[src/rtl/yt_pkg.sv]
`timescale 1ns / 1ps

package yt_pkg;

  // Store geometry
  localparam int ROWS       = 4;
  localparam int COLS       = 4;
  localparam int VALUE_BITS = 20;
  localparam int CELLS      = ROWS * COLS;

  localparam int ROW_W  = (ROWS > 1) ? $clog2(ROWS) : 1;
  localparam int COL_W  = (COLS > 1) ? $clog2(COLS) : 1;
  localparam int ADDR_W = (CELLS > 1) ? $clog2(CELLS) : 1;
  localparam int DIMR_W = $clog2(ROWS + 1);
  localparam int DIMC_W = $clog2(COLS + 1);

  // Fixed port widths
  localparam int ACT_W   = 2;
  localparam int RC_W    = 2;
  localparam int VALUE_W = 20;
  localparam int CFG_W   = 3;
  localparam int CFG_IDX_W = 1;

  typedef logic [VALUE_BITS-1:0] value_t;
  typedef logic [ADDR_W-1:0]     addr_t;
  typedef logic [ROW_W-1:0]      row_t;
  typedef logic [COL_W-1:0]      col_t;
  typedef logic [DIMR_W-1:0]     dimr_t;
  typedef logic [DIMC_W-1:0]     dimc_t;

  localparam value_t EMPTY_CELL = value_t'(1000000);

  // Action codes
  localparam logic [ACT_W-1:0] ACT_WRITE   = 2'd0;
  localparam logic [ACT_W-1:0] ACT_EXTRACT = 2'd1;
  localparam logic [ACT_W-1:0] ACT_SEARCH  = 2'd2;

  // Register indexes
  localparam logic [CFG_IDX_W-1:0] CFG_ROWS_USED = 1'b0;
  localparam logic [CFG_IDX_W-1:0] CFG_COLS_USED = 1'b1;

  // Store access: one write port, two read ports
  typedef struct packed {
    logic   we;
    addr_t  waddr;
    value_t wdata;
    addr_t  raddr0;
    addr_t  raddr1;
  } st_req_t;

  typedef struct packed {
    logic               valid;
    logic [VALUE_W-1:0] value_out;
    logic               found;
    logic               was_empty;
  } res_t;

  function automatic addr_t cell_addr(row_t r, col_t c);
    return addr_t'(int'(r) * COLS + int'(c));
  endfunction

endpackage

[src/rtl/young_tableau_extract_and_search.sv]
`timescale 1ns / 1ps

// Young tableau (row- and column-sorted 4x4 matrix) with cell write, minimum
// extract and key search. Pulse start while busy is low to issue one command;
// every command yields exactly one result beat, shown for a single cycle with
// out_valid high. The receiver cannot stall, so sample the beat when it shows.
// An extract sifts the moved value down for k steps, with k at most
// rows_used + cols_used - 2, and ends when the value reaches the last used
// corner or when a compare stops it. A search visits at most rows_used +
// cols_used - 1 cells and stops at the first match. Each step is one read of
// the cell store plus one compare/write-back. A new command may start the cycle
// after busy drops. All cells read as the empty sentinel 1000000 after reset
// with no clearing pass. rows_used/cols_used of 0 act as 1, above 4 as 4;
// write them only while idle.

module young_tableau_extract_and_search (
  input  logic                              clk,
  input  logic                              rst_n,
  input  logic                              start,
  output logic                              busy,
  input  logic [yt_pkg::ACT_W-1:0]          in_action,
  input  logic [yt_pkg::RC_W-1:0]           in_row,
  input  logic [yt_pkg::RC_W-1:0]           in_col,
  input  logic [yt_pkg::VALUE_W-1:0]        in_value,
  output logic                              out_valid,
  output logic [yt_pkg::VALUE_W-1:0]        out_value_out,
  output logic                              out_found,
  output logic                              out_was_empty,
  input  logic                              cfg_we,
  input  logic [yt_pkg::CFG_IDX_W-1:0]      cfg_index,
  input  logic [yt_pkg::CFG_W-1:0]          cfg_data
);
  import yt_pkg::*;

  logic [CFG_W-1:0] rows_used_r;
  logic [CFG_W-1:0] cols_used_r;
  st_req_t          st_req;
  value_t           rd0, rd1;
  res_t             res;

  // Used-size registers; clamping happens at command accept
  always_ff @(posedge clk) begin
    if (!rst_n) begin
      rows_used_r <= CFG_W'(4);
      cols_used_r <= CFG_W'(4);
    end else if (cfg_we) begin
      priority if (cfg_index == CFG_ROWS_USED) begin
        rows_used_r <= cfg_data;
      end else if (cfg_index == CFG_COLS_USED) begin
        cols_used_r <= cfg_data;
      end
    end
  end

  // Sequencer: walks the sift-down / search path one cell per step
  yt_ctrl u_ctrl (
    .clk       (clk),
    .rst_n     (rst_n),
    .start     (start),
    .in_action (in_action),
    .in_row    (in_row),
    .in_col    (in_col),
    .in_value  (in_value),
    .rows_used (rows_used_r),
    .cols_used (cols_used_r),
    .busy      (busy),
    .res       (res),
    .st_req    (st_req),
    .rd0       (rd0),
    .rd1       (rd1)
  );

  // Cell store: 1 write, 2 reads (right and down neighbor in a sift) per cycle
  yt_store u_store (
    .clk   (clk),
    .rst_n (rst_n),
    .req   (st_req),
    .rd0   (rd0),
    .rd1   (rd1)
  );

  assign out_valid     = res.valid;
  assign out_value_out = res.value_out;
  assign out_found     = res.found;
  assign out_was_empty = res.was_empty;

  // A result beat always follows an accept or a busy cycle
  a_beat_src: assert property (@(posedge clk) disable iff (!rst_n)
    out_valid |-> $past(busy || start))
    else $error("result beat without a command in flight");

  // Busy only rises on an accepted command
  a_busy_rise: assert property (@(posedge clk) disable iff (!rst_n)
    $rose(busy) |-> $past(start))
    else $error("busy rose without start");

  // Empty extract returns the sentinel
  a_empty_val: assert property (@(posedge clk) disable iff (!rst_n)
    (out_valid && out_was_empty) |-> (out_value_out == VALUE_W'(EMPTY_CELL)))
    else $error("was_empty set with non-sentinel value");

  // Search never reports alongside an extract flag
  a_found_excl: assert property (@(posedge clk) disable iff (!rst_n)
    (out_valid && out_found) |-> (!out_was_empty && out_value_out == '0))
    else $error("found set on a non-search result");

endmodule

[src/rtl/yt_store.sv]
`timescale 1ns / 1ps

module yt_store (
  input  logic            clk,
  input  logic            rst_n,
  input  yt_pkg::st_req_t req,
  output yt_pkg::value_t  rd0,
  output yt_pkg::value_t  rd1
);
  import yt_pkg::*;

  value_t           mem [CELLS];
  logic [CELLS-1:0] valid_r;
  value_t           q0_r, q1_r;
  logic             v0_r, v1_r;

  always_ff @(posedge clk) begin
    if (req.we) begin
      mem[req.waddr] <= req.wdata;
    end
    q0_r <= mem[req.raddr0];
    q1_r <= mem[req.raddr1];
  end

  // Per-entry valid: unwritten cells read as empty after reset
  always_ff @(posedge clk) begin
    if (!rst_n) begin
      valid_r <= '0;
      v0_r    <= 1'b0;
      v1_r    <= 1'b0;
    end else begin
      if (req.we) begin
        valid_r[req.waddr] <= 1'b1;
      end
      v0_r <= valid_r[req.raddr0];
      v1_r <= valid_r[req.raddr1];
    end
  end

  assign rd0 = v0_r ? q0_r : EMPTY_CELL;
  assign rd1 = v1_r ? q1_r : EMPTY_CELL;

endmodule

[src/rtl/yt_ctrl.sv]
`timescale 1ns / 1ps

module yt_ctrl (
  input  logic                        clk,
  input  logic                        rst_n,
  input  logic                        start,
  input  logic [yt_pkg::ACT_W-1:0]    in_action,
  input  logic [yt_pkg::RC_W-1:0]     in_row,
  input  logic [yt_pkg::RC_W-1:0]     in_col,
  input  logic [yt_pkg::VALUE_W-1:0]  in_value,
  input  logic [yt_pkg::CFG_W-1:0]    rows_used,
  input  logic [yt_pkg::CFG_W-1:0]    cols_used,
  output logic                        busy,
  output yt_pkg::res_t                res,
  output yt_pkg::st_req_t             st_req,
  input  yt_pkg::value_t              rd0,
  input  yt_pkg::value_t              rd1
);
  import yt_pkg::*;

  typedef enum logic [6:0] {
    ST_IDLE  = 7'b0000001,
    ST_X_RD  = 7'b0000010,
    ST_X_LD  = 7'b0000100,
    ST_S_RD  = 7'b0001000,
    ST_S_CMP = 7'b0010000,
    ST_Q_RD  = 7'b0100000,
    ST_Q_CMP = 7'b1000000
  } state_t;

  state_t state_r, state_nxt;
  dimr_t  r_r, r_nxt, i_r, i_nxt;
  dimc_t  c_r, c_nxt, j_r, j_nxt;
  value_t key_r, key_nxt;
  value_t cur_r, cur_nxt;
  value_t top_r, top_nxt;
  res_t   res_r, res_nxt;

  logic   accept;
  dimr_t  r_clamp;
  dimc_t  c_clamp;
  addr_t  here_addr, right_addr, down_addr, last_addr, srch_addr;
  logic   has_right, has_down, go_right;
  value_t pick;

  assign busy   = !state_r[0];
  assign accept = start && (state_r == ST_IDLE);
  assign res    = res_r;

  // Zero acts as one, oversize acts as full
  always_comb begin
    if (rows_used == '0) begin
      r_clamp = dimr_t'(1);
    end else if (int'(rows_used) > ROWS) begin
      r_clamp = dimr_t'(ROWS);
    end else begin
      r_clamp = dimr_t'(rows_used);
    end
    if (cols_used == '0) begin
      c_clamp = dimc_t'(1);
    end else if (int'(cols_used) > COLS) begin
      c_clamp = dimc_t'(COLS);
    end else begin
      c_clamp = dimc_t'(cols_used);
    end
  end

  assign here_addr  = cell_addr(row_t'(i_r), col_t'(j_r));
  assign right_addr = cell_addr(row_t'(i_r), col_t'(j_r + 1'b1));
  assign down_addr  = cell_addr(row_t'(i_r + 1'b1), col_t'(j_r));
  assign last_addr  = cell_addr(row_t'(r_r - 1'b1), col_t'(c_r - 1'b1));
  assign srch_addr  = cell_addr(row_t'(i_r - 1'b1), col_t'(j_r));

  assign has_right = (j_r + 1'b1) < c_r;
  assign has_down  = (i_r + 1'b1) < r_r;
  // tie goes right
  assign go_right  = has_right && (!has_down || (rd0 <= rd1));
  assign pick      = go_right ? rd0 : rd1;

  always_comb begin
    state_nxt = state_r;
    r_nxt     = r_r;
    c_nxt     = c_r;
    i_nxt     = i_r;
    j_nxt     = j_r;
    key_nxt   = key_r;
    cur_nxt   = cur_r;
    top_nxt   = top_r;
    res_nxt   = res_r;
    res_nxt.valid = 1'b0;
    st_req        = '0;

    unique case (state_r)
      ST_IDLE: begin
        if (accept) begin
          r_nxt   = r_clamp;
          c_nxt   = c_clamp;
          key_nxt = value_t'(in_value);
          res_nxt = '0;
          priority if (in_action == ACT_WRITE) begin
            // write goes out at accept; result beat the next cycle
            if (int'(in_row) < ROWS && int'(in_col) < COLS) begin
              st_req.we    = 1'b1;
              st_req.waddr = cell_addr(row_t'(in_row), col_t'(in_col));
              st_req.wdata = value_t'(in_value);
            end
            res_nxt.valid = 1'b1;
          end else if (in_action == ACT_EXTRACT) begin
            state_nxt = ST_X_RD;
          end else if (in_action == ACT_SEARCH) begin
            i_nxt     = r_clamp;
            j_nxt     = '0;
            state_nxt = ST_Q_RD;
          end else begin
            res_nxt.valid = 1'b1;
          end
        end
      end

      ST_X_RD: begin
        st_req.raddr0 = '0;
        st_req.raddr1 = last_addr;
        state_nxt     = ST_X_LD;
      end

      ST_X_LD: begin
        top_nxt      = rd0;
        cur_nxt      = (last_addr == '0) ? EMPTY_CELL : rd1;
        st_req.we    = 1'b1;
        st_req.waddr = last_addr;
        st_req.wdata = EMPTY_CELL;
        i_nxt        = '0;
        j_nxt        = '0;
        state_nxt    = ST_S_RD;
      end

      ST_S_RD: begin
        if (!has_right && !has_down) begin
          st_req.we         = 1'b1;
          st_req.waddr      = here_addr;
          st_req.wdata      = cur_r;
          res_nxt.valid     = 1'b1;
          res_nxt.value_out = VALUE_W'(top_r);
          res_nxt.was_empty = (top_r == EMPTY_CELL);
          state_nxt         = ST_IDLE;
        end else begin
          st_req.raddr0 = right_addr;
          st_req.raddr1 = down_addr;
          state_nxt     = ST_S_CMP;
        end
      end

      ST_S_CMP: begin
        st_req.we    = 1'b1;
        st_req.waddr = here_addr;
        if (pick < cur_r) begin
          // neighbor moves up, current value moves on
          st_req.wdata = pick;
          if (go_right) begin
            j_nxt = j_r + 1'b1;
          end else begin
            i_nxt = i_r + 1'b1;
          end
          state_nxt = ST_S_RD;
        end else begin
          st_req.wdata      = cur_r;
          res_nxt.valid     = 1'b1;
          res_nxt.value_out = VALUE_W'(top_r);
          res_nxt.was_empty = (top_r == EMPTY_CELL);
          state_nxt         = ST_IDLE;
        end
      end

      ST_Q_RD: begin
        if (i_r == '0 || j_r >= c_r) begin
          res_nxt.valid = 1'b1;
          res_nxt.found = 1'b0;
          state_nxt     = ST_IDLE;
        end else begin
          st_req.raddr0 = srch_addr;
          state_nxt     = ST_Q_CMP;
        end
      end

      ST_Q_CMP: begin
        if (rd0 == key_r) begin
          res_nxt.valid = 1'b1;
          res_nxt.found = 1'b1;
          state_nxt     = ST_IDLE;
        end else begin
          if (rd0 > key_r) begin
            i_nxt = i_r - 1'b1;
          end else begin
            j_nxt = j_r + 1'b1;
          end
          state_nxt = ST_Q_RD;
        end
      end

      default: begin
        state_nxt = ST_IDLE;
      end
    endcase
  end

  always_ff @(posedge clk) begin
    if (!rst_n) begin
      state_r <= ST_IDLE;
      res_r   <= '0;
    end else begin
      state_r <= state_nxt;
      res_r   <= res_nxt;
    end
  end

  always_ff @(posedge clk) begin
    r_r   <= r_nxt;
    c_r   <= c_nxt;
    i_r   <= i_nxt;
    j_r   <= j_nxt;
    key_r <= key_nxt;
    cur_r <= cur_nxt;
    top_r <= top_nxt;
  end

endmodule

[config.mk]
export PLATFORM = sky130hd
export DESIGN_NAME = young_tableau_extract_and_search
export DESIGN_NICKNAME = d
export VERILOG_FILES = /design/src/rtl/yt_pkg.sv /design/src/rtl/young_tableau_extract_and_search.sv /design/src/rtl/yt_store.sv /design/src/rtl/yt_ctrl.sv
export SDC_FILE = /design/constraint.sdc
export NUM_CORES = 1
export LEC_CHECK = 0
export ABC_AREA = 1
export BUFFER_PORTS_ARGS = -buffer_cell sky130_fd_sc_hd__clkbuf_2
export CAP_MARGIN = 15
export CORE_MARGIN = 2
export CORE_UTILIZATION = 58
export DETAILED_ROUTE_END_ITERATION = 16
export PLACE_DENSITY = 0.75
export SYNTH_ARGS = -nofsm -noshare
export SYNTH_HDL_FRONTEND = slang
export SYNTH_HIERARCHICAL = 1
export SYNTH_SLANG_ARGS = --single-unit
export TNS_END_PERCENT = 100
[constraint.sdc]
create_clock -name clk -period 7.83 [get_ports clk]
set_input_delay 1.566 -clock clk [delete_from_list [all_inputs] [get_ports clk]]
set_output_delay 1.566 -clock clk [all_outputs]
set_load 0.02 [all_outputs]
======== Word level (Yosys, flattened, before mapping) ========
Memories as Yosys holds them, arrays and structs flattened. A register that Yosys moved wholly into a read port is not among the register bits.
Index checks and enable logic that the tools add are counted.
word-level totals
  flip-flop bits (word level) ............. 126
  memory bits (writable) .................. 320
  bits of input ports ..................... 34
  output and inout port bits .............. 24
  logic and storage cells ................. 162
  memories ................................ 1
cells by class
  add/subtract/negate cells ............... 11
  order comparisons ....................... 12
  eq/ne operators ......................... 26
  muxes and demuxes ....................... 66
  bitwise logic cells ..................... 2
  reduce and logical (&&, ||, !) cells .... 26
memories
  memory       depth  bits a word  read ports  clocked after Yosys merged registers in  wr ports  line            text
  u_store.mem  16     20           2           2                                        1         yt_store.sv:12  value_t mem [CELLS];
operators with widths
  operator                                               count
  one-hot mux 25 bit (4 select lines)                    1
  2-to-1 mux 20 bit                                      4
  2-to-1 mux 25 bit                                      3
  one-hot mux 20 bit (3 select lines)                    1
  2-to-1 mux 3 bit                                       19
  one-hot mux 7 bit (7 select lines)                     1
  2-to-1 mux 21 bit                                      2
  2-to-1 mux 7 bit                                       5
  adder 4 x 2 -> 4 bit                                   6
  one-hot mux 3 bit (4 select lines)                     2
  2-to-1 mux 23 bit                                      1
  equality test 20 bit                                   1
  equality test 20 bit, second input constant            1
  > comparator 20 bit                                    1
  less-or-equal comparator 20 bit                        1
  < comparator 20 bit                                    1
  AND reduction 9 bit                                    2
  OR 16 bit                                              1
  one-hot mux 4 bit (2 select lines)                     2
  < comparator 4 x 5 -> 1 bit, second input constant     3
  2-to-1 mux 1 bit                                       14
  inequality test 2 x 1 -> 1 bit, second input constant  7
  inequality test 2 bit, second input constant           7
  zero test 3 bit                                        3
  other kinds (37)                                       54

======== Longest topological paths before layout ========
  depth after elaboration ................. 14
  mapped depth ............................ 35
  gate-level depth less buffers ........... 30

======== Modules after synthesis ========
Netlist, hierarchy kept.
modules (own cells, without submodules)
  module                            times used  cells an instance  area an instance (um2)  sequential area each (um2)
  yt_store                          1           1829               17809.6                 10770.3
  yt_ctrl                           1           843                6678.9                  2762.6
  young_tableau_extract_and_search  1           33                 237.7                   120.1

======== Least setup slack after synthesis ========
OpenSTA, ideal clock, no wires.
  kind .................................... input to register
  start ................................... in start
  end ..................................... mem u_store/mem[5][0] in the netlist's numbering (enable)
  setup time .............................. 0.398 ns
  data arrival time ....................... 4.879 ns
  required time ........................... 7.432 ns
  slack ................................... 2.553 ns
  stages on the path ...................... 11
  buffers on the path ..................... 1
  cells stage by stage .................... inv_1 nor2_1 inv_1 nor2_2 buf_2 nand2_1 o221ai_1 inv_1 nor3_1 inv_1 nor2_1
RTL lines
  what         line                                    text
  from (decl)  young_tableau_extract_and_search.sv:19  input logic start,
  to (decl)    yt_store.sv:12

==> results.json <==
{
  "cts_resized": 0,
  "hold_path.class": "flop to flop",
  "via_per_inst": 6.17,
  "clockPowerShare_pct": 41.6,
  "p_sw_share_pct": 23.2,
  "cp.arrival_ps": 6570,
  "synthTopCellsByArea": "edfxtp_1 (48%), nand2_1 (7.7%), dfxtp_1 (7.6%), nand3_1 (6.3%), inv_1 (6.0%)",
  "cp.depth": 25,
  "drt_iter0_markers": 2499,
  "syn_inst": 2705,
  "holdPathStages": 2,
  "placed_area_um2": 25200,
  "diodes": 0,
  "path_buf_inv": 2,
  "worstReg2RegStart": "u_store/v0_r",
  "clock_skew_ps": 22.1,
  "io_pins": 58,
  "setup_viol": 0,
  "outcome": "finished, final reports clean",
  "route.met3.wl_mm": 7.72,
  "ant_nets": 0,
  "worstPathMaxFanout": 38,
  "worst_path_max_delay_cell": "dfxtp_1",
  "core_um2": 42000,
  "fin_crit_ps": 6260,
  "power_switching_mw": 1.28,
  "fin_nets": 2795,
  "post_layout_nonfiller_instances": 3262,
  "post_cts_buffers": 0,
  "max_freq_mhz": 160,
  "die_w_um": 210,
  "wl_met1_mm": 28.1,
  "cts.path.max_buffers": 3,
  "route.detailed.drc": 0,
  "first_global_vias": 19100,
  "synth_nets": 2817,
  "firstDrtPassIters": 6,
  "synth_top_cell_by_area": "edfxtp_1",
  "start_kind": "flop",
  "post-place-cells": 3169,
  "insertion_delay_ps": 600,
  "port_buffers": 57,
  "wl_met2_mm": 33.2,
  "synth_flop_cell": "edfxtp_1",
  "fin_hold_ws_ps": 462,
  "p_leak_nw": 10.5,
  "ys_async_sr_fraction_pct": 0,
  "grt_pass1_wl_mm": 109,
  "clk_pin_slew_ps": 60,
  "cpPeakStageDelay_ps": 890,
  "die-area_um2": 44300,
  "top_layer_used": "met4",
  "vdd_drop_max_v": 0.000248,
  "syn_area_per_cell_um2": 9.14,
  "worst_r2r_endpoint": "u_store/mem[5][17]",
  "place.gp.congestion": 0.935,
  "root_buffer": "clkbuf_16",
  "holdBufCountCts": 0,
  "cts.sinks": 486,
  "rsz0062_at_grt": "no",
  "fin_setup_tns_ps": 0,
  "grt_overflow": 0,
  "worst_pin_slew_ps": 1320,
  "fin_crit_sh_pct": 79.9,
  "end_kind": "flop",
  "cp_top_family": "simple AND/OR/NAND/NOR gates",
  "pwr-share-seq_pct": 51.3,
  "powerDensity_nw_per_um2": 206,
  "synth-edff-count": 392,
  "cts_tree": "done",
  "yosysWarnings": 6,
  "final_common_cell": "nand2_1",
  "final_cell_mix": "nand2_1 (507), edfxtp_1 (392), inv_1 (388), nand3_1 (310), a21oi_1 (217)",
  "reg2reg_depth": 25,
  "wirelength_mm": 72.6,
  "grt_max_degree": 211,
  "hold_viol_final": 0,
  "antenna_found_initial": 0,
  "ys_seq_area_share_pct": 55.2,
  "path_common_cell": "nand2_1",
  "timing_worst_setup_path_type": "flop to flop",
  "ys_types": 42,
  "syn_to_final_growth_pct": 8.47,
  "critPathLaunch": "u_store/v0_r",
  "required_ps": 8140,
  "synth_top_area_share_pct": 47.6,
  "h-tree-depth": 2,
  "stdcell_area_um2": 26800,
  "start_util_pct": 58.8,
  "vias": 20100,
  "crit_path_end": "u_store/mem[5][17]",
  "synth-seq-cells": 486,
  "p_int_mw": 4.25,
  "synth_area_um2": 24700,
  "row_count": 75,
  "slew-limit-headroom_pct": 11.8,
  "drv_slew": 0,
  "cts_inserted_buffers": 50,
  "drive_above_1_share_pct": 7.68,
  "combPwrFrac_pct": 7.1,
  "die_h_um": 210,
  "grt_usage_pct": 32.7,
  "wl_per_cell_um": 22.3,
  "cap_violations": 0,
  "rrSetupSlack_ps": 1570,
  "place_hpwl_mm": 43.2
}
==> state kept, by name (all words and copies together) (netlist names), 7 cells and up <==
signal,flops
u_ctrl/cur_r,20
u_ctrl/key_r,20
u_ctrl/res,23
u_ctrl/state_r,7
u_ctrl/top_r,20
u_store/mem,320
u_store/q0_r,20
u_store/q1_r,20
u_store/valid_r,16
==> per-layer routing <==
| layer | track usage, % | up-vias |
|---|---|---|
| li1 | - | 9234 |
| met1 | 43.0 | 9519 |
| met2 | 52.2 | 1130 |
| met3 | 6.32 | 252 |
| met4 | 16.1 | 0 |
| met5 | 0 | - |
==> metrics by stage <==
stage / worst slack, ps / utilization (%) / total power, mW
2_1_floorplan: 2550 / - / 3.14
3_3_place_gp: 1330 / 60.0 / 3.25
3_5_place_dp: 1160 / 60.0 / 3.26
4_1_cts: 1130 / 63.7 / 5.53
5_1_grt: 1100 / 63.8 / 5.69
6_report: 1570 / 63.8 / 5.53
==> worst min path at each step <==
stage | to | from | slack, ps
floorplan | u_store/valid_r[12] | u_store/valid_r[12] | 440
global placement | u_store/valid_r[5] | u_store/valid_r[5] | 450
detailed placement | u_ctrl/res[10] | u_ctrl/res[10] | 460
CTS | u_ctrl/res[10] | u_ctrl/res[10] | 470
global route | u_store/valid_r[13] | u_store/valid_r[13] | 490
finish | u_ctrl/res[10] | u_ctrl/res[10] | 460
==> cells in the mapped netlist, drive strengths merged, types with 2 or more instances <==
library cell,number
dfxtp,94
nand3b,7
o22ai,8
inv,397
buf,91
nand3,310
o21ai,195
o211ai,165
ha,78
or2,2
clkbuf,69
clkinv,4
a21o,2
nor4,9
nand4,7
o221ai,6
a21oi,220
nand2,515
edfxtp,392
o21a,2
nor3,7
a211oi,4
nor2,116
==> power groups by stage <==
stage	logic, mW	registers (mW)	clock network, mW
after detailed placement	0.367	2.89	0
after floorplan	0.251	2.89	0
final	0.391	2.84	2.30
after global routing	0.431	2.84	2.42
after global placement	0.359	2.89	0
after CTS	0.369	2.84	2.32
==> cell type report <==
cell class                      instances  area [µm²]
Inverter                              401        1510
Tap cell                              539         674
Clock buffer                           73        1490
Timing Repair Buffer                   86         598
Sequential cell                       486       13700
Multi-Input combinational cell       1658        8800
Fill cell                            3406       15200
Clock inverter                         19        95.1
==> cells by family after synthesis <==
family	after synthesis	share of synthesized area, %
buf+inv	561	9.65
fa+ha+maj	78	3.95
simple gates	973	16.9
xor+xnor	2	0.0709
flops	486	55.2
compound gates	605	14.2
==> tightest hold or removal path: cells and delay by family, from the launching register on <==
family	cells	cell delay [ps]
compound gates	1	50
flops	1	310
simple gates	1	60
No activity file was read; power rests on OpenSTA's default activity.
